[config.mk]
export PLATFORM = sky130hd
export DESIGN_NAME = pcsad_lane
export DESIGN_NICKNAME = d
export VERILOG_FILES = /design/src/hw/rtl/pcsad_pkg.sv /design/src/hw/rtl/pcsad_lane.sv
export SDC_FILE = /design/constraint.sdc
export NUM_CORES = 1
export LEC_CHECK = 0
export BUFFER_PORTS_ARGS = -buffer_cell sky130_fd_sc_hd__buf_4
export CAP_MARGIN = 25
export CELL_PAD_IN_SITES_DETAIL_PLACEMENT = 1
export CELL_PAD_IN_SITES_GLOBAL_PLACEMENT = 2
export CORE_UTILIZATION = 48
export DETAILED_ROUTE_END_ITERATION = 12
export PLACE_DENSITY = 0.78
export SLEW_MARGIN = 15
export SYNTH_ARGS = -nofsm -noshare
export SYNTH_HDL_FRONTEND = slang
export SYNTH_SLANG_ARGS = --single-unit
[constraint.sdc]
create_clock -name clk_i -period 5.3 [get_ports clk_i]
set_input_delay 1.06 -clock clk_i [delete_from_list [all_inputs] [get_ports clk_i]]
set_output_delay 1.06 -clock clk_i [all_outputs]
set_load 0.005 [all_outputs]
[src/hw/rtl/pcsad_pkg.sv]
`default_nettype none

package pcsad_pkg;

  localparam int NumEvents   = 6;
  localparam int DefaultCpus = 16;
  localparam int DataW       = 64;
  localparam int CpuW        = 8;
  localparam int CountW      = 4;
  localparam int CfgIdxW     = 3;
  localparam int CfgDataW    = 8;
  localparam int SlotW       = 3;

  typedef enum logic [CfgIdxW-1:0] {
    RegPmuEnable    = 3'd0,
    RegPmuVersion   = 3'd1,
    RegSlotCount    = 3'd2,
    RegCounterWidth = 3'd3,
    RegUnavailable  = 3'd4,
    RegEventRequest = 3'd5
  } cfg_reg_e;

  typedef enum logic {
    CmdSample = 1'b0,
    CmdClear  = 1'b1
  } cmd_e;

  localparam logic [2:0] ArchBit [NumEvents] = '{3'd0, 3'd1, 3'd3, 3'd4, 3'd5, 3'd6};

  typedef struct packed {
    logic                 pmu_enable;
    logic [7:0]           pmu_version;
    logic [7:0]           slot_count;
    logic [7:0]           counter_width;
    logic [7:0]           unavailable;
    logic [NumEvents-1:0] event_request;
  } cfg_t;

  typedef struct packed {
    logic [NumEvents-1:0]            assigned;
    logic [NumEvents-1:0][SlotW-1:0] slot;
  } slot_map_t;

  typedef struct packed {
    logic sample;
    logic clear;
  } lane_ctl_t;

  function automatic slot_map_t assign_slots(input cfg_t cfg);
    slot_map_t        m;
    logic [SlotW-1:0] slot;
    m    = '0;
    slot = '0;
    for (int e = 0; e < NumEvents; e++) begin
      if (cfg.event_request[e] && !cfg.unavailable[ArchBit[e]] &&
          ({5'b0, slot} < cfg.slot_count)) begin
        m.slot[e]     = slot;
        m.assigned[e] = 1'b1;
        slot          = slot + 3'd1;
      end
    end
    return m;
  endfunction

  function automatic logic [DataW-1:0] width_mask(input logic [7:0] w);
    logic [DataW-1:0] m;
    if (w == 8'd0 || w >= 8'd64) begin
      m = '1;
    end else begin
      m = (64'd1 << w[5:0]) - 64'd1;
    end
    return m;
  endfunction

endpackage

`default_nettype wire

[src/hw/rtl/pcsad_lane.sv]
`default_nettype none

module pcsad_lane import pcsad_pkg::*; #(
  parameter int CPUS  = DefaultCpus,
  parameter int AddrW = (CPUS > 1) ? $clog2(CPUS) : 1
) (
  input  wire logic             clk_i,
  input  wire logic             rst_ni,
  input  wire logic             take_i,
  input  wire logic             adv_i,
  input  wire logic [AddrW-1:0] addr_i,
  input  wire logic [DataW-1:0] now_i,
  input  wire lane_ctl_t        ctl_i,
  input  wire logic [DataW-1:0] mask_i,
  output logic      [DataW-1:0] delta_o
);

  logic [DataW-1:0] store_q [CPUS];
  logic [CPUS-1:0]  vld_q;
  logic [AddrW-1:0] addr_q;
  logic [DataW-1:0] now_q;
  logic [DataW-1:0] rd_q;
  logic             rdv_q;
  lane_ctl_t        ctl_q;
  logic             wr_en;
  logic             hit;
  logic [DataW-1:0] last;

  assign wr_en = adv_i & ctl_q.sample;
  assign hit   = adv_i & (ctl_q.sample | ctl_q.clear) & (addr_q == addr_i);

  always_ff @(posedge clk_i) begin
    if (wr_en) begin
      store_q[addr_q] <= now_q;
    end
    if (take_i) begin
      rd_q   <= hit ? now_q : store_q[addr_i];
      now_q  <= now_i;
      addr_q <= addr_i;
    end
  end

  always_ff @(posedge clk_i or negedge rst_ni) begin
    if (!rst_ni) begin
      vld_q <= '0;
      ctl_q <= '0;
      rdv_q <= 1'b0;
    end else begin
      if (adv_i && ctl_q.sample) begin
        vld_q[addr_q] <= 1'b1;
      end else if (adv_i && ctl_q.clear) begin
        vld_q[addr_q] <= 1'b0;
      end
      if (take_i) begin
        ctl_q <= ctl_i;
        rdv_q <= hit ? ctl_q.sample : vld_q[addr_i];
      end
    end
  end

  assign last    = rdv_q ? rd_q : '0;
  assign delta_o = (ctl_q.sample && last != '0) ? ((now_q - last) & mask_i) : '0;

endmodule

`default_nettype wire

==> impl_metrics.tcl <==
set metrics [dict create \
    outcome "finished, final reports clean" \
    gp_congestion 0.8908 \
    h-tree-depth 3 \
    diodes 0 \
    synth-seq-cells 1175 \
    hold_slack_ns 0.2235 \
    syn_inst 2546 \
    yosys.area_share.simple_pct 4.203 \
    via_count 27356 \
    synth-xor-area-share_pct 0.7111 \
    synth.distinct_cells 83 \
    worstSetupPathType "reg2out" \
    hold_buffers 0 \
    yosysSeqAreaShare_pct 71.43 \
    ios 202 \
    fillers 8920 \
    final_nets 3089 \
    fmax_ghz 0.1919 \
    cts.sinks 1175 \
    synthTopCellsByCount "edfxtp_1 (1156), mux4_2 (325), nand2_1 (137)" \
    synth_top_family_by_area "multiplexers" \
    drive_above_1_share_pct 33.42 \
    synthAdderAreaFrac_pct 1.818 \
    via_per_inst 6.296 \
    hold_viol 0 \
    avgSynthCellArea_um2 19.35 \
    synth.cell_area_um2 49270 \
    setup_viol 0 \
    crit_path_end_kind "output port" \
    max-cap-violations 0 \
    synth_most_common_cell "edfxtp_1" \
    vdd_drop_max_v 0.0003554 \
    cts_buffer_depth 3 \
    grtUsageTotal_pct 27.60 \
    cts_made_buffers 116 \
    grt_pass1_vias 28263 \
    first_pass_iters 5 \
    drt_iter0_markers 3080 \
    grt_remaining_overflow 0 \
    fp.dieH_um 322.4 \
    insertion_delay_ns 0.73 \
    initial_core_util_pct 48.42 \
    cts-root-buf "clkbuf_16" \
    worstPathArrival_ns 4.15 \
    antenna_found_initial 3 \
    period_needed_ns 5.212 \
    crit_required_ns 4.24 \
    synth_top_flop_cell "edfxtp_1" \
    path_clk_slew_ns 0.06 \
    fin_worst_skew_ns 0.03802 \
    grt_pass1_wl_um 201000 \
    leakagePower_nw 19.10 \
    min_period_over_period_pct 98.34 \
    wl_per_cell_um 32.87 \
    cp-start-kind "flop" \
    drc_errors 0 \
    cts_tree "done" \
    die_x_um 322.4 \
    fp.dieArea_um2 103900 \
    dp_slack_ns 0.4082 \
    core_um2 101700 \
    drv_slew 0 \
    syn_nets 2755 \
    path_max_fanout 13 \
    final_antenna_net_count 0 \
    synth.area.top_cells "edfxtp_1 (70%), mux4_2 (15%), ha_1 (1.8%)" \
    yosys-mux-area-fraction_pct 16.38 \
    drt_wl_total_um 142800 \
    relSlewSlack_pct 24.96 \
    r2r_cells 3 \
    yosysTopAreaCell "edfxtp_1" \
    grt_setup_unrepaired "true" \
    synth_compound_gate_area_share_pct 4.150 \
    postSynth.asyncResetShare_pct 1.617 \
    syn2layout_area_growth_pct 17.38 \
    setup_ws_ns 0.08817 \
    grt_start_max_net_pins 74 \
    worstMarginPinSlew_ns 1.115 \
    port_buffers 201 \
    min_path_type "in2async" \
    cellPowerDensity_nw_per_um2 387.2 \
    dpl.hpwl_um 86430 \
    synth-edff-count 1156 \
    floorplan.rows 117 \
    yosysWarnings 0 \
    synth_top_area_share_pct 70.46 \
]
-- final cells by class --
class,instances,area [um^2],area share [%]
multi-input combinational,1222,13990,24.19
timing repair buffer,338,2980,5.154
clock buffer,138,2985,5.162
tap,1368,1712,2.960
clock inverter,77,872.1,1.508
sequential,1175,35190,60.85
inverter,27,101.3,0.1753
-- metrics by stage --
step           util [%]  std cells  area (um^2)  total power [mW]  setup TNS, ns
2_1_floorplan         -       2546        49270             12.62              0
3_3_place_gp      52.16       4077        53070             13.85              0
3_5_place_dp      52.19       4078        53100             13.93              0
4_1_cts           56.22       4303        57200             22.29       -0.01758
5_1_grt           56.84       4345        57830             23.05       -0.05573
6_report          56.84       4345        57830             22.39              0
-- per-layer routing --
layer	vias to the layer above	GRT usage, %	part of all wire [%]
li1	11277	-	-
met2	1322	42.69	47
met4	0	7.746	2.4
met3	199	6.919	9.4
met5	-	0	0
met1	14558	39.14	41
-- where the power goes --
part	internal, mW	switching [mW]	leakage, nW
Sequential	10.5	0.273	10.7
Clock	4.77	3.58	1.85
Combinational	1.30	1.94	6.51
-- kinds of logic after synthesis --
logic type / after synthesis
buffers and inverters: 149
muxes: 392
and+or+nand+nor: 407
adders and majority gates: 71
xor gates and xnor gates: 40
DFF: 1175
AOI/OAI and AO/OA: 312
-- path summary, 6_finish.rpt --
check / start / endpoint / slack, ns
setup / recovery: rdv_q$_DFFE_PN0P_ / delta_o[51] / 0.09
hold reg to reg: flop / flop / 0.52
setup reg to reg: ctl_q[1]$_DFFE_PN0P_ / store_q[15][16]$_DFFE_PP_ / 2.02
hold / removal: rst_ni / ctl_q[1]$_DFFE_PN0P_ / 0.22
max in group asynchronous: rst_ni / rdv_q$_DFFE_PN0P_ / 4.82
min in group clk_i: now_i[61] / now_q[61]$_DFFE_PP_ / 0.50
-- sequential cells by signal, summed over array words and instances (netlist names), named ones only --
signal,cells
ctl_q,2
addr_q,4
store_q,1024
rdv_q,1
rd_q,64
now_q,64
-- worst max-delay path, cell delays in order, from the launching register on --
cell	delay (ns)
dfrtp_2	0.41
buf_12	0.13
clkbuf_16	0.18
nand2_1	0.07
ha_1	0.38
a21oi_2	0.21
o21ai_1	0.09
a41o_2	0.30
a211oi_4	0.20
buf_4	0.18
a211oi_2	0.09
o211a_2	0.32
or4_1	0.54
nand3_1	0.17
buf_4	0.14
-- timing repair --
action / 4_1_cts / 5_1_grt
resized for setup: 26 / 66
setup buffers: 9 / 40
endpoints found under the setup margin: 33 / 31
gates cloned: 1 / 1
pin swaps: 9 / 16
-- placed cells by master (no fill, tap or decap), types with 15 or more instances in the layout --
cell / n
nor2_4: 17
nand4_1: 29
edfxtp_1: 1156
inv_1: 27
dfrtp_1: 18
o21bai_1: 18
buf_12: 29
a21o_1: 22
clkbuf_1: 22
mux4_2: 325
mux2_2: 64
buf_4: 301
and3_1: 42
a21oi_2: 16
nand3_1: 30
a21oi_1: 71
bufinv_16: 15
ha_1: 48
o21ai_0: 75
nor3_1: 23
clkinv_1: 32
clkbuf_16: 117
nor4_1: 15
xnor2_1: 25
nor2_1: 49
nand2_1: 137
and4b_1: 17
No activity file was read; power rests on OpenSTA's default activity.
