### src/hw/rtl/pcsad_pkg.sv
`default_nettype none

package pcsad_pkg;

  localparam int NumEvents   = 6;
  localparam int DefaultCpus = 16;
  localparam int DataW       = 64;
  localparam int CpuW        = 8;
  localparam int CountW      = 4;
  localparam int CfgIdxW     = 3;
  localparam int CfgDataW    = 8;
  localparam int SlotW       = 3;

  typedef enum logic [CfgIdxW-1:0] {
    RegPmuEnable    = 3'd0,
    RegPmuVersion   = 3'd1,
    RegSlotCount    = 3'd2,
    RegCounterWidth = 3'd3,
    RegUnavailable  = 3'd4,
    RegEventRequest = 3'd5
  } cfg_reg_e;

  typedef enum logic {
    CmdSample = 1'b0,
    CmdClear  = 1'b1
  } cmd_e;

  localparam logic [2:0] ArchBit [NumEvents] = '{3'd0, 3'd1, 3'd3, 3'd4, 3'd5, 3'd6};

  typedef struct packed {
    logic                 pmu_enable;
    logic [7:0]           pmu_version;
    logic [7:0]           slot_count;
    logic [7:0]           counter_width;
    logic [7:0]           unavailable;
    logic [NumEvents-1:0] event_request;
  } cfg_t;

  typedef struct packed {
    logic [NumEvents-1:0]            assigned;
    logic [NumEvents-1:0][SlotW-1:0] slot;
  } slot_map_t;

  typedef struct packed {
    logic sample;
    logic clear;
  } lane_ctl_t;

  function automatic slot_map_t assign_slots(input cfg_t cfg);
    slot_map_t        m;
    logic [SlotW-1:0] slot;
    m    = '0;
    slot = '0;
    for (int e = 0; e < NumEvents; e++) begin
      if (cfg.event_request[e] && !cfg.unavailable[ArchBit[e]] &&
          ({5'b0, slot} < cfg.slot_count)) begin
        m.slot[e]     = slot;
        m.assigned[e] = 1'b1;
        slot          = slot + 3'd1;
      end
    end
    return m;
  endfunction

  function automatic logic [DataW-1:0] width_mask(input logic [7:0] w);
    logic [DataW-1:0] m;
    if (w == 8'd0 || w >= 8'd64) begin
      m = '1;
    end else begin
      m = (64'd1 << w[5:0]) - 64'd1;
    end
    return m;
  endfunction

endpackage

`default_nettype wire

### src/hw/rtl/pcsad_if.sv
`default_nettype none


interface pcsad_out_if import pcsad_pkg::*; ();
  logic                 valid;
  logic                 ready;
  logic [DataW-1:0]     delta_0;
  logic [DataW-1:0]     delta_1;
  logic [DataW-1:0]     delta_2;
  logic [DataW-1:0]     delta_3;
  logic [DataW-1:0]     delta_4;
  logic [DataW-1:0]     delta_5;
  logic [NumEvents-1:0] active_mask;
  logic                 unit_available;

  modport source (
    output valid, delta_0, delta_1, delta_2, delta_3, delta_4, delta_5,
    output active_mask, unit_available,
    input  ready
  );
  modport sink (
    input  valid, delta_0, delta_1, delta_2, delta_3, delta_4, delta_5,
    input  active_mask, unit_available,
    output ready
  );
endinterface


`default_nettype wire

### src/hw/rtl/pcsad_merge.sv
`default_nettype none

module pcsad_merge import pcsad_pkg::*; (
  input  wire logic                                clk_i,
  input  wire logic                                rst_ni,
  input  wire logic                                s1_valid_i,
  output logic                                     s1_adv_o,
  input  wire logic [NumEvents-1:0][DataW-1:0]     deltas_i,
  input  wire logic [NumEvents-1:0]                active_i,
  input  wire logic                                avail_i,
  pcsad_out_if.source                              out_o
);

  logic                            valid_q, valid_d;
  logic [NumEvents-1:0][DataW-1:0] deltas_q;
  logic [NumEvents-1:0]            active_q;
  logic                            avail_q;

  assign s1_adv_o = s1_valid_i & (~valid_q | out_o.ready);
  assign valid_d  = s1_adv_o | (valid_q & ~out_o.ready);

  always_ff @(posedge clk_i or negedge rst_ni) begin
    if (!rst_ni) begin
      valid_q <= 1'b0;
    end else begin
      valid_q <= valid_d;
    end
  end

  always_ff @(posedge clk_i) begin
    if (s1_adv_o) begin
      deltas_q <= deltas_i;
      active_q <= active_i;
      avail_q  <= avail_i;
    end
  end

  assign out_o.valid          = valid_q;
  assign out_o.delta_0        = deltas_q[0];
  assign out_o.delta_1        = deltas_q[1];
  assign out_o.delta_2        = deltas_q[2];
  assign out_o.delta_3        = deltas_q[3];
  assign out_o.delta_4        = deltas_q[4];
  assign out_o.delta_5        = deltas_q[5];
  assign out_o.active_mask    = active_q;
  assign out_o.unit_available = avail_q;

endmodule

`default_nettype wire

### src/flat_wrapper.sv
// flat-port wrapper written by rule: the top's interface ports become plain ports
module pcsad_merge_flat import pcsad_pkg::*;
  (clk_i, rst_ni, s1_valid_i, s1_adv_o, deltas_i, active_i, avail_i, out_o_valid, out_o_delta_0, out_o_delta_1, out_o_delta_2, out_o_delta_3, out_o_delta_4, out_o_delta_5, out_o_active_mask, out_o_unit_available, out_o_ready);
  pcsad_out_if out_o_i ();
  input  wire logic clk_i;
  input  wire logic rst_ni;
  input  wire logic s1_valid_i;
  output logic s1_adv_o;
  input  wire logic [NumEvents-1:0][DataW-1:0] deltas_i;
  input  wire logic [NumEvents-1:0] active_i;
  input  wire logic avail_i;
  output wire logic [$bits(out_o_i.valid)-1:0] out_o_valid;
  output wire logic [$bits(out_o_i.delta_0)-1:0] out_o_delta_0;
  output wire logic [$bits(out_o_i.delta_1)-1:0] out_o_delta_1;
  output wire logic [$bits(out_o_i.delta_2)-1:0] out_o_delta_2;
  output wire logic [$bits(out_o_i.delta_3)-1:0] out_o_delta_3;
  output wire logic [$bits(out_o_i.delta_4)-1:0] out_o_delta_4;
  output wire logic [$bits(out_o_i.delta_5)-1:0] out_o_delta_5;
  output wire logic [$bits(out_o_i.active_mask)-1:0] out_o_active_mask;
  output wire logic [$bits(out_o_i.unit_available)-1:0] out_o_unit_available;
  input wire logic [$bits(out_o_i.ready)-1:0] out_o_ready;
  assign out_o_valid = out_o_i.valid;
  assign out_o_delta_0 = out_o_i.delta_0;
  assign out_o_delta_1 = out_o_i.delta_1;
  assign out_o_delta_2 = out_o_i.delta_2;
  assign out_o_delta_3 = out_o_i.delta_3;
  assign out_o_delta_4 = out_o_i.delta_4;
  assign out_o_delta_5 = out_o_i.delta_5;
  assign out_o_active_mask = out_o_i.active_mask;
  assign out_o_unit_available = out_o_i.unit_available;
  assign out_o_i.ready = out_o_ready;
  pcsad_merge u_core (.clk_i(clk_i), .rst_ni(rst_ni), .s1_valid_i(s1_valid_i), .s1_adv_o(s1_adv_o), .deltas_i(deltas_i), .active_i(active_i), .avail_i(avail_i), .out_o(out_o_i));
endmodule
### config.mk
export PLATFORM = sky130hd
export DESIGN_NAME = pcsad_merge_flat
export DESIGN_NICKNAME = d
export VERILOG_FILES = /design/src/hw/rtl/pcsad_pkg.sv /design/src/hw/rtl/pcsad_if.sv /design/src/hw/rtl/pcsad_merge.sv /design/src/flat_wrapper.sv
export SDC_FILE = /design/constraint.sdc
export NUM_CORES = 1
export LEC_CHECK = 0
export BUFFER_PORTS_ARGS = -buffer_cell sky130_fd_sc_hd__buf_2
export CAP_MARGIN = 25
export CORE_AREA = 3 3 306 308
export DETAILED_ROUTE_END_ITERATION = 10
export DIE_AREA = 0 0 309 311
export PLACE_DENSITY = 0.38
export REMOVE_ABC_BUFFERS = 1
export SETUP_SLACK_MARGIN = 0.3
export SLEW_MARGIN = 0
export SYNTH_ARGS = -nofsm -noshare
export SYNTH_HDL_FRONTEND = slang
export SYNTH_SLANG_ARGS = --single-unit
### constraint.sdc
create_clock -name clk_i -period 22.5 [get_ports clk_i]
set_input_delay 1.125 -clock clk_i [delete_from_list [all_inputs] [get_ports clk_i]]
set_output_delay 1.125 -clock clk_i [all_outputs]
set_load 0.01 [all_outputs]
==> impl_metrics.py, run 1 <==
metrics = {
    "outcome": {
        "outcome": "finished clean",
    },
    "route": {
        "drt-vias-per-instance": 3.03,
        "final_antenna_net_count": 0,
        "dr.pass1.iters": 4,
        "avgRoutedWirePerCell_um": 17.2,
        "drtIter0Drc": 410,
        "routed_wl_um": 42200,
        "vias": 7421,
        "drc": 0,
    },
    "cts": {
        "cts_made_buffers": 44,
        "clock_latency_ps": 570,
        "clockBufferDepth": 3,
        "cts.sinks": 392,
        "cts_tree": "yes",
        "post_cts_resized": 0,
        "htreeDepth": 2,
        "postCtsSetupBuffers": 0,
        "hold_buffers": 0,
        "clk_pin_slew_ps": 60,
        "root_buffer": "clkbuf_16",
    },
    "sta": {
        "worst_hold_slack_ps": 333,
        "finalSetupViolations": 0,
        "finalHoldViolCount": 0,
        "fin_setup_tns_ps": 0,
        "fmax_ghz": 0.223,
        "fin_crit_sh_pct": 19.9,
        "maxSlewViolCount": 0,
        "slew_headroom_pct": 35.7,
        "fin_crit_ps": 4490,
        "rsz0062_at_grt": "no",
        "worstMarginPinSlew_ps": 964,
        "skew_ps": 15.0,
    },
    "critical_path": {
        "r2r_setup_slack_ps": 18310,
        "cp.arrival_ps": 4670,
        "cp_data_required_time_ps": 22680,
        "end_kind": "register",
        "critPathMaxFanout": 73,
        "cp-start-kind": "input pin",
        "path_class": "in2reg",
    },
    "power": {
        "switchingPower_uw": 363,
        "combPwrFrac_pct": 7.3,
        "p_leak_nw": 7.52,
        "vdd_drop_max_v": 0.0000528,
        "p_clk_share_pct": 40.4,
        "p_int_mw": 1.29,
        "p_per_area_nw_per_um2": 88.9,
        "swShare_pct": 21.9,
        "p_seq_share_pct": 52.3,
    },
    "die": {
        "start_util_pct": 12.9,
        "die_w_um": 309,
        "dieArea_sq_um": 96100,
        "core_area_sq_um": 91400,
        "fp.dieH_um": 311,
        "ios": 788,
        "core.rowCount": 111,
    },
    "job": {
        "maxCapViolCount": 0,
    },
    "place": {
        "dp_hpwl_um": 33500,
        "portBuffers": 787,
        "place_congestion": 0.831,
    },
    "yosys": {
        "ys_warn_count": 0,
        "synth_cell_type_count": 4,
        "netlist_area_sq_um": 11800,
        "ys_ff_latch": 392,
        "syn_inst": 395,
        "post_synth.cell_area_avg_sq_um": 29.8,
        "ys_seq_area_share_pct": 99.8,
    },
    "worst_hold_path": {
        "hold_class": "in2async",
    },
    "layout": {
        "utilization_pct": 20.3,
        "nets": 1629,
        "area_growth_pct": 57.8,
        "final_layout_size_suffix_gt1_share_pct": 67.5,
        "layout_commonest_cell": "buf_2",
        "num-fill-cells": 9850,
        "mostFrequentLayoutCells": "buf_2 (787), edfxtp_1 (391), clkbuf_16 (45)",
    },
    "grt": {
        "track_usage_pct": 8.23,
        "antenna_found_initial": 9,
        "grt_overflow_total": 0,
        "grt_pass1_vias": 8019,
        "grt_pass1_wl_um": 56400,
        "grt_max_degree": 78,
    },
}
==> registers in the layout (all words and copies together) (netlist names) <==
name,cells
u_core.out_o.delta_0,64
u_core.out_o.delta_4,64
u_core.out_o.delta_5,64
u_core.out_o.valid,1
u_core.out_o.delta_2,64
u_core.out_o.unit_available,1
u_core.out_o.active_mask,6
u_core.out_o.delta_3,64
u_core.out_o.delta_1,64
==> per-layer routing <==
layer | global-route usage, % | wire (um) | vias up
li1 | - | - | 3301
met1 | 7.81 | 13900 | 3568
met2 | 15.3 | 22400 | 463
met3 | 3.39 | 4300 | 83
met4 | 3.80 | 1570 | 6
met5 | 0 | 40 | -
==> layout make-up <==
type                            instances  area [sq um]  share of cell area, %
Antenna cell                            3          7.51                 0.0404
Clock buffer                           58          1170                   6.32
Clock inverter                         17           134                  0.720
Tap cell                             1186          1480                   7.98
Sequential cell                       392         11800                   63.3
Multi-Input combinational cell          3          21.3                  0.114
Timing Repair Buffer                  793          4000                   21.5
==> through the flow <==
step	total power, mW	area, sq um	setup WS (ps)	std cells
2_1_floorplan	0.929	11800	11270	395
3_3_place_gp	1.00	17200	17530	2373
3_5_place_dp	1.00	17200	17360	2373
4_1_cts	1.69	18600	18010	2448
5_1_grt	1.73	18600	17750	2450
6_report	1.65	18600	18010	2452
==> critical path, cell delays in order <==
cell and delay (ps):
buf_2 90, nand2b_1 130, and2_4 700, buf_4 860
buf_4 750, buf_4 810
==> power groups by stage <==
stage	Combinational (mW)	Sequential, mW	Clock (mW)
final	0.120	0.864	0.669
after floorplan	0.0130	0.916	0
after global routing	0.130	0.867	0.728
after detailed placement	0.124	0.880	0
after global placement	0.123	0.880	0
after CTS	0.123	0.865	0.704
==> final timing paths <==
path                       cells after the start                from                        to
max in group asynchronous                      1              rst_ni        u_core.out_o.valid
min in group clk_i                             2  u_core.out_o.valid        u_core.out_o.valid
setup reg to reg                               5  u_core.out_o.valid  u_core.out_o.delta_0[36]
hold / removal                                 1              rst_ni        u_core.out_o.valid
hold reg to reg                                2  u_core.out_o.valid        u_core.out_o.valid
setup / recovery                               6         out_o_ready  u_core.out_o.delta_0[36]
==> synthesized netlist by cell type (all sizes together) <==
cell	n	area share [%]
dfrtp	1	0.21
and2	1	0.053
nand2b	2	0.11
edfxtp	391	100
==> logic make-up after synthesis <==
logic type	after synthesis	share of synthesized area, %
and+or+nand+nor	3	0.159
DFF	392	99.8
Note: power is estimated with default switching activity, not from simulation.
==> run 2, diff against run 1 <==
Settings changed: ABC_AREA set to 1, CORE_AREA 3 3 306 308 to 3 3 302 304, DIE_AREA 0 0 309 311 to 0 0 305 307.
Clock period 22.5 ns to 4.4 ns, I/O delays scaled along.
==> impl_metrics.py, run 2 <==
metrics = {
    "layout": {
        "utilization_pct": 25.6,
        "area_growth_pct": 92.4,
        "multi_input_area_sq_um": 23.8,
        "layout_commonest_cell": "buf_2",
        "num-fill-cells": 9160,
        "mostFrequentLayoutCells": "buf_2 (787), dlygate4sd3_1 (395), edfxtp_1 (391)",
        "final_layout_size_suffix_gt1_share_pct": 51.8,
        "regArea_sq_um": 11800,
        "nets": 2034,
    },
    "yosys": {
        "yosys-top-cells-count": "edfxtp_1 (391), inv_1 (2), nand2_1 (2)",
        "synth-main-ff-cell": "edfxtp_1",
        "post_synth.cell_area_avg_sq_um": 29.7,
        "synth.area.top_cells": "edfxtp_1 (100%), dfrtp_1 (0.21%), a21oi_2 (0.074%)",
        "ys_ff_latch": 392,
        "synth_top_area_cell": "edfxtp_1",
        "synth_edf_count": 391,
        "synth_cell_type_count": 5,
        "synth_most_common_cell": "edfxtp_1",
        "ys_seq_area_share_pct": 99.8,
        "async_flop_share_pct": 0.255,
        "syn_inst": 397,
        "netlist_area_sq_um": 11800,
        "synth_top_area_share_pct": 99.6,
        "ys_warn_count": 0,
    },
    "grt": {
        "grt_pass1_wl_um": 63100,
        "antenna_found_initial": 10,
        "track_usage_pct": 9.04,
        "grt_pass1_vias": 9966,
        "grt_max_degree": 143,
        "grt_overflow_total": 0,
    },
    "route": {
        "drt-vias-per-instance": 3.13,
        "dr.pass1.iters": 4,
        "drtIter0Drc": 381,
        "avgRoutedWirePerCell_um": 15.6,
        "drc": 0,
        "routed_wl_um": 44300,
        "final_antenna_net_count": 0,
        "vias": 8879,
    },
    "critical_path": {
        "r2r_start": "u_core.out_o.valid",
        "critPathLaunch": "u_core.out_o.valid",
        "cp_top_family": "buffers and inverters",
        "cp_data_required_time_ps": 4180,
        "end_kind": "output port",
        "cp-start-kind": "register",
        "cp_slowest_cell": "a21oi_4",
        "critPathMaxFanout": 29,
        "crit_chain": "a21oi_4 -> buf_12 -> buf_4 -> buf_2",
        "path_class": "reg2out",
        "slowest_delay_ps": 530,
        "cp.arrival_ps": 2210,
        "cp.buffers_inverters": 3,
    },
    "die": {
        "dieArea_sq_um": 93600,
        "core_area_sq_um": 88500,
        "ios": 788,
        "core.rowCount": 109,
        "start_util_pct": 13.3,
        "die_w_um": 305,
        "fp.dieH_um": 307,
    },
    "sta": {
        "worstMarginPinSlew_ps": 956,
        "maxSlewViolCount": 0,
        "skew_ps": 12.4,
        "fin_crit_ps": 2430,
        "fin_crit_sh_pct": 55.2,
        "slew_headroom_pct": 36.2,
        "finalSetupViolations": 0,
        "finalHoldViolCount": 0,
        "rsz0062_at_grt": "no",
        "fmax_ghz": 0.411,
        "fin_setup_tns_ps": 0,
    },
    "cts": {
        "post_cts_resized": 0,
        "clock_latency_ps": 570,
        "cts_tree": "yes",
        "cts.sinks": 392,
        "cts_made_buffers": 46,
        "htreeDepth": 2,
        "clockBufferDepth": 3,
        "root_buffer": "clkbuf_16",
        "clk_pin_slew_ps": 60,
    },
    "power": {
        "p_per_area_nw_per_um2": 393,
        "p_leak_nw": 9.26,
        "vdd_drop_max_v": 0.000271,
    },
    "place": {
        "portBuffers": 787,
        "place_congestion": 0.803,
        "dp_hpwl_um": 33000,
    },
    "outcome": {
        "outcome": "finished clean",
    },
    "worst_hold_path": {
        "hold_class": "in2reg",
        "hold_start": "out_o_ready",
    },
    "job": {
        "maxCapViolCount": 0,
    },
}
## run 2: changes by cell type in the layout (fill, tap and decap cells not counted), moves of 3 or more
cell and delta:
buf_4 +4, dlygate4sd3_1 +395, clkinv_1 +6, buf_12 +3, clkbuf_1 -6
## run 2: tightest hold or removal path: stages
cell and delay (ps):
buf_2 100, inv_1 110, a21oi_4 180
## run 2: stage by stage
| stage | worst slack [ps] | std cells | total power, mW | hold WS, ps | instance area, sq um |
|---|---|---|---|---|---|
| 2_1_floorplan | -7850 | 397 | 4.76 | -75.6 | 11800 |
| 4_1_cts | 1830 | 2838 | 9.10 | 168 | 22700 |
| 3_3_place_gp | 2240 | 2361 | 5.13 | -2.64 | 17300 |
| 6_report | 1970 | 2840 | 8.92 | 225 | 22700 |
| 5_1_grt | 1790 | 2838 | 9.32 | 196 | 22700 |
| 3_5_place_dp | 2230 | 2361 | 5.14 | -3.01 | 17300 |
## run 2: power by group
part / total (mW) / switching (mW) / internal (mW)
combinational: 0.907 / 0.419 / 0.489
clock: 3.59 / 1.52 / 2.07
sequential: 4.42 / 0.0585 / 4.36
## run 2: timing repair
action / in CTS / in global routing
hold endpoints to repair: 393 / 0
setup buffers: 0 / 0
hold buffers: 395 / 0
## run 2: cell families (layout without fill, tap and decap cells)
kind of cell    count (synthesis)  in the layout  synth area share (%)
compound gates                  1              1                0.0743
buf+inv                         2           1278                0.0637
flops                         392            392                  99.8
other cells                     0              2                     0
simple gates                    2              2                0.0637
## run 2: layer usage
layer | global-route usage, % | vias to the layer above | routed length (um)
li1 | - | 4121 | -
met1 | 9.45 | 4187 | 15900
met2 | 16.4 | 483 | 23100
met3 | 3.60 | 84 | 3910
met4 | 3.29 | 4 | 1290
met5 | 0 | - | 21
## run 2: cell type report
type,count,area share [%]
Clock inverter,28,0.899
Multi-Input combinational cell,3,0.105
Clock buffer,54,5.30
Tap cell,1165,6.43
Inverter,2,0.0331
Timing Repair Buffer,1194,35.4
Antenna cell,2,0.0221
Sequential cell,392,51.9
## run 2: worst paths after layout
kind	endpoint	slack, ps	cells past startpoint
min	u_core.out_o.delta_1[0]	230	3
max	s1_adv_o	1970	4
max reg2reg	u_core.out_o.delta_5[20]	2240	2
min in group asynchronous	u_core.out_o.valid	470	3
min reg2reg	u_core.out_o.delta_1[0]	780	1
max in group asynchronous	u_core.out_o.valid	3830	3
