==> config.mk <==
export PLATFORM = sky130hd
export DESIGN_NAME = pcsad_cfg_flat
export DESIGN_NICKNAME = d
export VERILOG_FILES = /design/src/hw/rtl/pcsad_pkg.sv /design/src/hw/rtl/pcsad_if.sv /design/src/hw/rtl/pcsad_cfg.sv /design/src/flat_wrapper.sv
export SDC_FILE = /design/constraint.sdc
export NUM_CORES = 1
export LEC_CHECK = 0
export BUFFER_PORTS_ARGS = -buffer_cell sky130_fd_sc_hd__buf_4
export CAP_MARGIN = 5
export CELL_PAD_IN_SITES_DETAIL_PLACEMENT = 1
export CELL_PAD_IN_SITES_GLOBAL_PLACEMENT = 2
export CORE_MARGIN = 2
export CORE_UTILIZATION = 30
export CTS_CLUSTER_DIAMETER = 50
export DETAILED_ROUTE_END_ITERATION = 8
export PLACE_DENSITY = 0.76
export SYNTH_ARGS = -nofsm -noshare
export SYNTH_HDL_FRONTEND = slang
export SYNTH_SLANG_ARGS = --single-unit
==> constraint.sdc <==
create_clock -name clk_i -period 0.85 [get_ports clk_i]
set_clock_uncertainty 0.2 [all_clocks]
set_input_delay 0.085 -clock clk_i [delete_from_list [all_inputs] [get_ports clk_i]]
set_output_delay 0.085 -clock clk_i [all_outputs]
set_load 0.05 [all_outputs]
==> src/hw/rtl/pcsad_pkg.sv <==
`default_nettype none

package pcsad_pkg;

  localparam int NumEvents   = 6;
  localparam int DefaultCpus = 16;
  localparam int DataW       = 64;
  localparam int CpuW        = 8;
  localparam int CountW      = 4;
  localparam int CfgIdxW     = 3;
  localparam int CfgDataW    = 8;
  localparam int SlotW       = 3;

  typedef enum logic [CfgIdxW-1:0] {
    RegPmuEnable    = 3'd0,
    RegPmuVersion   = 3'd1,
    RegSlotCount    = 3'd2,
    RegCounterWidth = 3'd3,
    RegUnavailable  = 3'd4,
    RegEventRequest = 3'd5
  } cfg_reg_e;

  typedef enum logic {
    CmdSample = 1'b0,
    CmdClear  = 1'b1
  } cmd_e;

  localparam logic [2:0] ArchBit [NumEvents] = '{3'd0, 3'd1, 3'd3, 3'd4, 3'd5, 3'd6};

  typedef struct packed {
    logic                 pmu_enable;
    logic [7:0]           pmu_version;
    logic [7:0]           slot_count;
    logic [7:0]           counter_width;
    logic [7:0]           unavailable;
    logic [NumEvents-1:0] event_request;
  } cfg_t;

  typedef struct packed {
    logic [NumEvents-1:0]            assigned;
    logic [NumEvents-1:0][SlotW-1:0] slot;
  } slot_map_t;

  typedef struct packed {
    logic sample;
    logic clear;
  } lane_ctl_t;

  function automatic slot_map_t assign_slots(input cfg_t cfg);
    slot_map_t        m;
    logic [SlotW-1:0] slot;
    m    = '0;
    slot = '0;
    for (int e = 0; e < NumEvents; e++) begin
      if (cfg.event_request[e] && !cfg.unavailable[ArchBit[e]] &&
          ({5'b0, slot} < cfg.slot_count)) begin
        m.slot[e]     = slot;
        m.assigned[e] = 1'b1;
        slot          = slot + 3'd1;
      end
    end
    return m;
  endfunction

  function automatic logic [DataW-1:0] width_mask(input logic [7:0] w);
    logic [DataW-1:0] m;
    if (w == 8'd0 || w >= 8'd64) begin
      m = '1;
    end else begin
      m = (64'd1 << w[5:0]) - 64'd1;
    end
    return m;
  endfunction

endpackage

`default_nettype wire

==> src/hw/rtl/pcsad_if.sv <==
`default_nettype none


interface pcsad_cfg_if import pcsad_pkg::*; ();
  logic                valid;
  logic                ready;
  logic [CfgIdxW-1:0]  index;
  logic [CfgDataW-1:0] data;

  modport source (output valid, index, data, input ready);
  modport sink (input valid, index, data, output ready);
endinterface

`default_nettype wire

==> src/hw/rtl/pcsad_cfg.sv <==
`default_nettype none

module pcsad_cfg import pcsad_pkg::*; (
  input  wire logic   clk_i,
  input  wire logic   rst_ni,
  pcsad_cfg_if.sink   cfg_i,
  output cfg_t        cfg_o
);

  cfg_t cfg_q, cfg_d;

  assign cfg_i.ready = 1'b1;

  always_comb begin
    cfg_d = cfg_q;
    if (cfg_i.valid) begin
      case (cfg_i.index)
        RegPmuEnable:    cfg_d.pmu_enable    = cfg_i.data[0];
        RegPmuVersion:   cfg_d.pmu_version   = cfg_i.data;
        RegSlotCount:    cfg_d.slot_count    = cfg_i.data;
        RegCounterWidth: cfg_d.counter_width = cfg_i.data;
        RegUnavailable:  cfg_d.unavailable   = cfg_i.data;
        RegEventRequest: cfg_d.event_request = cfg_i.data[NumEvents-1:0];
        default: ;
      endcase
    end
  end

  always_ff @(posedge clk_i or negedge rst_ni) begin
    if (!rst_ni) begin
      cfg_q.pmu_enable    <= 1'b1;
      cfg_q.pmu_version   <= '0;
      cfg_q.slot_count    <= '0;
      cfg_q.counter_width <= '0;
      cfg_q.unavailable   <= '0;
      cfg_q.event_request <= '1;
    end else begin
      cfg_q <= cfg_d;
    end
  end

  assign cfg_o = cfg_q;

endmodule

`default_nettype wire

==> src/flat_wrapper.sv <==
// flat-port wrapper written by rule: the top's interface ports become plain ports
module pcsad_cfg_flat import pcsad_pkg::*;
  (clk_i, rst_ni, cfg_o, cfg_i_valid, cfg_i_index, cfg_i_data, cfg_i_ready);
  pcsad_cfg_if cfg_i_i ();
  input  wire logic clk_i;
  input  wire logic rst_ni;
  output cfg_t cfg_o;
  input wire logic [$bits(cfg_i_i.valid)-1:0] cfg_i_valid;
  input wire logic [$bits(cfg_i_i.index)-1:0] cfg_i_index;
  input wire logic [$bits(cfg_i_i.data)-1:0] cfg_i_data;
  output wire logic [$bits(cfg_i_i.ready)-1:0] cfg_i_ready;
  assign cfg_i_i.valid = cfg_i_valid;
  assign cfg_i_i.index = cfg_i_index;
  assign cfg_i_i.data = cfg_i_data;
  assign cfg_i_ready = cfg_i_i.ready;
  pcsad_cfg u_core (.clk_i(clk_i), .rst_ni(rst_ni), .cfg_i(cfg_i_i), .cfg_o(cfg_o));
endmodule
==> results of run 1 <==
==> timing repair <==
| action | CTS | global route |
|---|---|---|
| setup buffers | 11 | 4 |
| gates resized for setup | 69 | 8 |
| pin swaps | 2 | 2 |
| endpoints found under the setup margin | 78 | 78 |
| endpoints found under the hold margin | 78 | 39 |
==> final cells by class <==
type,instances,area (µm²),share of cell area [%]
clock buffer,7,86.33,3.190
tap,70,87.58,3.236
clock inverter,1,5.005,0.1849
timing repair buffer,76,860.8,31.81
multi-input combinational,46,641.9,23.72
sequential,39,1025,37.86
==> placed cells by master (no fill, tap or decap), types with 2 or more instances in the layout <==
master / count
buf_6: 48
mux2_4: 32
buf_8: 11
clkbuf_8: 6
buf_4: 14
dfrtp_2: 32
and4bb_1: 2
buf_12: 2
mux2_2: 7
dfstp_2: 7
==> where the power goes <==
part           internal, mW  leakage [nW]  total (mW)  switching (mW)
Clock                 0.655        0.0482        1.30           0.648
Sequential             2.39         0.423        2.75           0.366
Combinational          1.70         0.782        3.66            1.96
==> final timing paths <==
kind,from,end,slack [ps],depth (start not counted)
setup / recovery,u_core.cfg_o[2],cfg_o[2],-440,1
hold / removal,cfg_i_data[6],u_core.cfg_o[12],-160,2
setup reg to reg,u_core.cfg_o[25],u_core.cfg_o[25],-270,2
hold reg to reg,u_core.cfg_o[14],u_core.cfg_o[14],330,1
max in group asynchronous,rst_ni,u_core.cfg_o[0],110,3
min in group asynchronous,rst_ni,u_core.cfg_o[8],90,3
==> logic make-up after synthesis <==
| logic type | Yosys count |
|---|---|
| muxes | 39 |
| DFF | 39 |
| and+or+nand+nor | 6 |
| buffers and inverters | 4 |
| other | 1 |
==> routing by layer <==
metal / GRT usage [%] / wire length [µm] / vias up / share of wire (%)
met5: 0 / 0 / - / 0
met4: 6.545 / 80 / 0 / 2.0
met3: 4.028 / 183 / 6 / 4.5
met2: 25.04 / 2027 / 39 / 50
met1: 19.62 / 1792 / 541 / 44
li1: - / - / 473 / -
==> results_dict.tcl, run 1 <==
set metrics [dict create \
    cts_tree "done" \
    pin_count 54 \
    path_clk_slew_ps 80 \
    setup_slack_ps -437.6 \
    first_pass_iters 4 \
    synthCells 89 \
    htree_num_levels 2 \
    via_count 1059 \
    cp_max_fo 2 \
    vdd_drop_max_mv 1.101 \
    synthArstFlopShare_pct 100.0 \
    netlist.area_leader.share_pct 51.04 \
    grt_pass1_vias 1180 \
    synthTopCellsByCount "dfrtp_1, mux2_2, mux2_4" \
    placed_cells 215 \
    start_kind "flip-flop" \
    hold_path_class "primary input to flip-flop" \
    synth_edf_count 0 \
    synthTopCellsByArea "dfrtp_1, mux2_2, dfstp_2" \
    endpoint_kind "output pin" \
    ant_nets 0 \
    grtUsageTotal_pct 15.46 \
    routed_wl_um 4083 \
    antenna_cells 0 \
    synth_top_family_by_area "multiplexers" \
    synth_xor_area_share_pct 0 \
    place_ws_ps -517.2 \
    yosysSeqAreaShare_pct 62.76 \
    holdWs_ps -155.1 \
    synth.avg_cell_area_um2 17.63 \
    insertion_delay_ps 290 \
    post_drt_via_cell_ratio 4.431 \
    synth_compound_area_share_pct 0 \
    crit_slowest_cell "dfstp_2" \
    crit_buf_inv 1 \
    synth_area_um2 1569 \
    tns_ps -19440 \
    critPathTopFamily "flip-flops" \
    chipHeight_um 76.32 \
    cts_buffers 5 \
    dieArea_um2 5825 \
    syn_nets 103 \
    grt_max_degree 40 \
    std_cell_rows 26 \
    grt.overflow.total 0 \
    status "finished, violations left" \
    wl_per_cell_um 17.08 \
    worstPathCellList "buf_8" \
    area_delta_synth_final_pct 72.49 \
    post-dp-hpwl_um 2670 \
    slowest_delay_ps 560 \
    path_class "flip-flop to output pin" \
    drc 0 \
    violations "negative hold slack, negative setup slack" \
    power_leakage_nw 1.253 \
    grt_pass1_wl_um 6796 \
    instances_no_fill 239 \
    fin_crit_sh_pct 151.5 \
    setup_viol_count_final 78 \
    place.gp.congestion 0.6813 \
    stdcell_area_um2 2706 \
    cts_sinks 39 \
    netlist-cell-type-count 11 \
    drive_above_1_share_pct 95.86 \
    finish.utilization_pct 53.33 \
    critPathRequiredTime_ps 560 \
    post_synth_and_or_nand_nor_area_fraction_pct 4.466 \
    portBuffers 52 \
    max_freq_mhz 776.6 \
    hold_violations 39 \
    hold_buffers 1 \
    slew_viol_final 0 \
    drtIter0Drc 44 \
    ys.warnings.count 0 \
    drv_cap 0 \
    place_area_um2 2207 \
    yosysMostFrequentCell "dfrtp_1" \
    antenna_found_initial 0 \
    start_util_pct 30.92 \
    worstPathArrival_ps 1000 \
    fin_crit_ps 1288 \
    ys_ff_latch 39 \
    cts.path.max_buffers 2 \
    synthFlopType "dfrtp_1" \
    fill_cells 497 \
    clock-root-buffer "clkbuf_8" \
    core_area_um2 5075 \
    die_w_um 76.32 \
    synth_fa_ha_area_share_pct 0 \
    p_per_area_nw_per_um2 2852 \
    synth_top_cell_by_area "dfrtp_1" \
    rsz0062_at_grt "true" \
    largest_reg_flops 39 \
    total_power_mw 7.719 \
    layout.nets 182 \
    muxShareOfSynthArea_pct 29.90 \
]
(Power assumes the default switching activity.)
==> run 2, diff against run 1 <==
--- a/config.mk
+++ b/config.mk
@@ -13,6 +13,7 @@
 export CORE_UTILIZATION = 30
 export CTS_CLUSTER_DIAMETER = 50
 export DETAILED_ROUTE_END_ITERATION = 8
+export MAX_ROUTING_LAYER = met4
 export PLACE_DENSITY = 0.76
 export SYNTH_ARGS = -nofsm -noshare
 export SYNTH_HDL_FRONTEND = slang
==> run 2 against run 1 <==
The run still ends with negative hold slack, negative setup slack left. Worst setup slack hardly changed. Routed wire length grew 0.39%. Final cell count did not move. Sequential power hardly changed. Sequential share of layout area did not move. Total power barely moved. Register-to-register slack about the same. Global-route usage up 0.57 points. Via count up 0.19%. Maximum frequency barely moved. Die area stayed put. Largest cell class unchanged.
==> results_dict.tcl, run 2 (synthesized netlist as in run 1, its figures left out) <==
set metrics [dict create \
    drtIter0Drc 52 \
    start_util_pct 30.92 \
    post-dp-hpwl_um 2670 \
    cts_tree "done" \
    antenna_found_initial 0 \
    tns_ps -19460 \
    area_delta_synth_final_pct 72.49 \
    htree_num_levels 2 \
    via_count 1061 \
    hold_violations 39 \
    chipHeight_um 76.32 \
    mostFrequentLayoutCell "buf_6" \
    power_leakage_nw 1.253 \
    place.gp.congestion 0.6883 \
    start_kind "flip-flop" \
    critPathTopFamily "flip-flops" \
    worstPathArrival_ps 1000 \
    cts.path.max_buffers 2 \
    std_cell_rows 26 \
    ant_nets 0 \
    grt_max_degree 40 \
    stdcell_area_um2 2706 \
    place_area_um2 2207 \
    holdWs_ps -155.1 \
    pin_count 54 \
    cts_sinks 39 \
    path_class "flip-flop to output pin" \
    total_power_mw 7.725 \
    rsz0062_at_grt "true" \
    dieArea_um2 5825 \
    grt_pass1_vias 1169 \
    routed_wl_um 4099 \
    drive_above_1_share_pct 95.86 \
    slowest_delay_ps 560 \
    portBuffers 52 \
    p_per_area_nw_per_um2 2854 \
    insertion_delay_ps 290 \
    vdd_drop_max_mv 1.101 \
    violations "negative hold slack, negative setup slack" \
    antenna_cells 0 \
    fin_crit_ps 1287 \
    hold_buffers 1 \
    setup_viol_count_final 78 \
    max_freq_mhz 776.8 \
    grtUsageTotal_pct 16.04 \
    drc 0 \
    wl_per_cell_um 17.15 \
    layout.nets 182 \
    instances_no_fill 239 \
    largest_reg_flops 39 \
    finish.utilization_pct 53.33 \
    status "finished, violations left" \
    drv_cap 0 \
    slew_viol_final 0 \
    crit_buf_inv 1 \
    cp_max_fo 2 \
    fill_cells 497 \
    hold_path_class "primary input to flip-flop" \
    first_pass_iters 4 \
    final_cell_mix "buf_6, mux2_4, dfrtp_2" \
    worstPathCellList "buf_8" \
    core_area_um2 5075 \
    critPathRequiredTime_ps 560 \
    clock-root-buffer "clkbuf_8" \
    grt.overflow.total 0 \
    fin_crit_sh_pct 151.5 \
    cts_buffers 5 \
    grt_pass1_wl_um 6824 \
    place_ws_ps -517.2 \
    crit_slowest_cell "dfstp_2" \
    post_drt_via_cell_ratio 4.439 \
    endpoint_kind "output pin" \
    setup_slack_ps -437.4 \
    die_w_um 76.32 \
    placed_cells 215 \
    path_clk_slew_ps 80 \
]
==> run 2: cell counts in the layout (fill, tap and decap cells not counted) <==
Identical to the previous run, type by type.
==> run 2: final cells by class <==
| class | instances | area (µm²) | area share, % |
|---|---|---|---|
| repair buffers | 76 | 860.8 | 31.81 |
| flip-flops and latches | 39 | 1025 | 37.86 |
| clock buffers | 7 | 86.33 | 3.190 |
| multi-input cells | 46 | 641.9 | 23.72 |
| clock inverters | 1 | 5.005 | 0.1849 |
| well taps | 70 | 87.58 | 3.236 |
==> run 2: worst paths after layout <==
| check | endpoint | slack, ps | cells after the start | start |
|---|---|---|---|---|
| min in group asynchronous | u_core.cfg_o[8] | 90 | 3 | rst_ni |
| max in group asynchronous | u_core.cfg_o[1] | 110 | 3 | rst_ni |
| max reg2reg | u_core.cfg_o[25] | -270 | 2 | u_core.cfg_o[25] |
| max | cfg_o[2] | -440 | 1 | u_core.cfg_o[2] |
| min | u_core.cfg_o[12] | -160 | 2 | cfg_i_data[6] |
| min reg2reg | u_core.cfg_o[14] | 330 | 1 | u_core.cfg_o[14] |
==> run 2: power by group <==
part / internal, mW / switching (mW)
logic: 1.70 / 1.96
clock network: 0.655 / 0.654
registers: 2.39 / 0.367
total: 4.75 / 2.98
==> run 2: layer usage <==
metal	wire length, µm	vias up	GRT usage (%)
li1	-	473	-
met1	1830	542	20.23
met2	2011	39	24.78
met3	178	7	4.028
met4	78	0	6.545
met5	0	-	-
==> run 2: what timing repair did <==
item	4_1_cts	5_1_grt
pin swaps	2	2
buffers inserted	11	4
hold endpoints to repair	78	39
resized for setup	69	8
endpoints found under the setup margin	78	78
==> run 3, diff against run 2 <==
--- a/config.mk
+++ b/config.mk
@@ -5,12 +5,13 @@
 export SDC_FILE = /design/constraint.sdc
 export NUM_CORES = 1
 export LEC_CHECK = 0
+export ABC_AREA = 1
 export BUFFER_PORTS_ARGS = -buffer_cell sky130_fd_sc_hd__buf_4
 export CAP_MARGIN = 5
 export CELL_PAD_IN_SITES_DETAIL_PLACEMENT = 1
 export CELL_PAD_IN_SITES_GLOBAL_PLACEMENT = 2
 export CORE_MARGIN = 2
-export CORE_UTILIZATION = 30
+export CORE_UTILIZATION = 25
 export CTS_CLUSTER_DIAMETER = 50
 export DETAILED_ROUTE_END_ITERATION = 8
 export MAX_ROUTING_LAYER = met4
==> run 3 against run 2 <==
The flow still finishes with violations (negative hold slack, negative setup slack). Final cell count grew 41%. Global-route usage shrank 1.0 points. Final area shrank 2.6%. Clock power grew 4%. Register-to-register slack gained 170 ps. Routed wire length grew 13%. Maximum frequency is essentially flat. Hold slack gained 6.1 ps. Sequential power shrank 5%. First-iteration DRC count shrank 65%. Combinational power shrank 21%. Sequential share of layout area grew 1.0 points. Critical path type unchanged. Largest cell class unchanged.
==> results_dict.tcl, run 3 <==
set metrics [dict create \
    netlist.area_leader.share_pct 50.31 \
    slew_viol_final 0 \
    status "finished, violations left" \
    drc 0 \
    hp-start "cfg_i_data[7]" \
    p_per_area_nw_per_um2 2596 \
    crit_slowest_cell "dfstp_2" \
    slowest_delay_ps 560 \
    synthTopCellsByArea "dfrtp_1, nand2_1, dfstp_2" \
    grt_pass1_vias 1550 \
    hold-path-cell-count 3 \
    drive_above_1_share_pct 55.17 \
    grt_pass1_wl_um 7859 \
    htree_num_levels 2 \
    largest_reg_flops 39 \
    holdWs_ps -149.0 \
    ys_ff_latch 39 \
    max_freq_mhz 777.4 \
    setup_viol_count_final 55 \
    critPathRequiredTime_ps 560 \
    yosysSeqAreaShare_pct 61.87 \
    worstPathArrival_ps 1000 \
    final_cell_mix "nand2_1, buf_6, dfrtp_2" \
    place_area_um2 2198 \
    ys.warnings.count 0 \
    cts_tree "done" \
    rr_worst_depth 3 \
    via_count 1454 \
    start_util_pct 25.50 \
    path_clk_slew_ps 70 \
    stdcell_area_um2 2635 \
    grt.overflow.total 0 \
    clock-root-buffer "clkbuf_8" \
    post_drt_via_cell_ratio 4.302 \
    reg2reg_slack_ps -100 \
    crit_buf_inv 1 \
    pin_count 54 \
    synth_top_cell_by_area "dfrtp_1" \
    dieArea_um2 7020 \
    synthTopCellsByCount "nand2_1, dfrtp_1, nand3_1" \
    mostFrequentLayoutCell "nand2_1" \
    worstReg2RegEnd "u_core.cfg_o[13]" \
    antenna_cells 0 \
    hold_violations 39 \
    min_to "u_core.cfg_o[21]" \
    drv_cap 0 \
    cts_buffers 5 \
    vdd_drop_max_mv 0.9397 \
    total_power_mw 6.839 \
    synth_area_um2 1592 \
    ant_nets 0 \
    start_kind "flip-flop" \
    finish.utilization_pct 42.22 \
    insertion_delay_ps 280 \
    std_cell_rows 29 \
    r2r-start "u_core.cfg_o[13]" \
    hold_buffers 1 \
    post-dp-hpwl_um 3277 \
    tns_ps -13400 \
    synthCells 183 \
    cts_sinks 39 \
    worstPathCellList "buf_8" \
    drtIter0Drc 18 \
    yosysMostFrequentCell "nand2_1" \
    synth.avg_cell_area_um2 8.697 \
    synthArstFlopShare_pct 100.0 \
    syn_nets 197 \
    grtUsageTotal_pct 15.02 \
    fin_crit_sh_pct 151.3 \
    rsz0062_at_grt "true" \
    grt_max_degree 40 \
    power_leakage_nw 1.334 \
    die_w_um 83.79 \
    synth_edf_count 0 \
    setup_slack_ps -436.4 \
    first_pass_iters 4 \
    netlist-cell-type-count 13 \
    cts.path.max_buffers 2 \
    path_class "flip-flop to output pin" \
    routed_wl_um 4628 \
    place.gp.congestion 0.7436 \
    hold_path_class "primary input to flip-flop" \
    chipHeight_um 83.79 \
    wl_per_cell_um 13.69 \
    endpoint_kind "output pin" \
    layout.nets 274 \
    synthFlopType "dfrtp_1" \
    violations "negative hold slack, negative setup slack" \
    critPathTopFamily "flip-flops" \
    core_area_um2 6241 \
    cp_max_fo 2 \
    fin_crit_ps 1286 \
    antenna_found_initial 0 \
    area_delta_synth_final_pct 65.57 \
    portBuffers 52 \
]
[run 3: final cells by class]
type                    instances  area, µm²
well taps                      77      96.34
multi-input cells             134      614.3
inverters                       6      22.52
flip-flops and latches         39       1025
repair buffers                 74      777.0
fillers                       726       3606
clock buffers                   8      100.1
[run 3: cells by family after synthesis]
group         Yosys count  share of synthesized area (%)
flops                  39                          61.87
simple gates          133                          34.91
other cells             1                         0.2356
buf+inv                10                          2.987
[run 3: worst max path at each step]
stage	slack, ps	to	depth (start not counted)	start
after detailed placement	-300	u_core.cfg_o[3]	6	cfg_i_index[1]
after global routing	-480	cfg_o[2]	1	u_core.cfg_o[2]
after CTS	-450	cfg_o[2]	1	u_core.cfg_o[2]
after floorplan	-210	u_core.cfg_o[0]	2	u_core.cfg_o[0]
after global placement	-280	u_core.cfg_o[0]	6	cfg_i_index[1]
final	-440	cfg_o[2]	1	u_core.cfg_o[2]
[run 3: per-layer routing]
metal | track usage (%) | up-vias | wire length, µm
met5 | - | - | 0
met3 | 4.055 | 6 | 200
met2 | 23.35 | 34 | 2293
li1 | - | 717 | -
met4 | 3.959 | 0 | 53
met1 | 19.53 | 697 | 2081
[run 3: metrics by stage]
stage	instances	setup WS (ps)
floorplan	183	-209.9
global placement	320	-283.6
detailed placement	320	-297.8
CTS	334	-449.8
global route	338	-475.8
finish	338	-436.4
[run 3: timing repair]
action                                 in CTS  in global routing
buffers inserted                            5                  7
pin swaps                                   0                  6
endpoints found under the hold margin      78                 39
setup endpoints to repair                  46                 74
resized for setup                          50                 25
[run 3: where the power goes]
part | leakage (nW) | internal [mW] | switching, mW
registers | 0.436 | 2.31 | 0.291
logic | 0.846 | 1.09 | 1.79
clock network | 0.0515 | 0.740 | 0.619
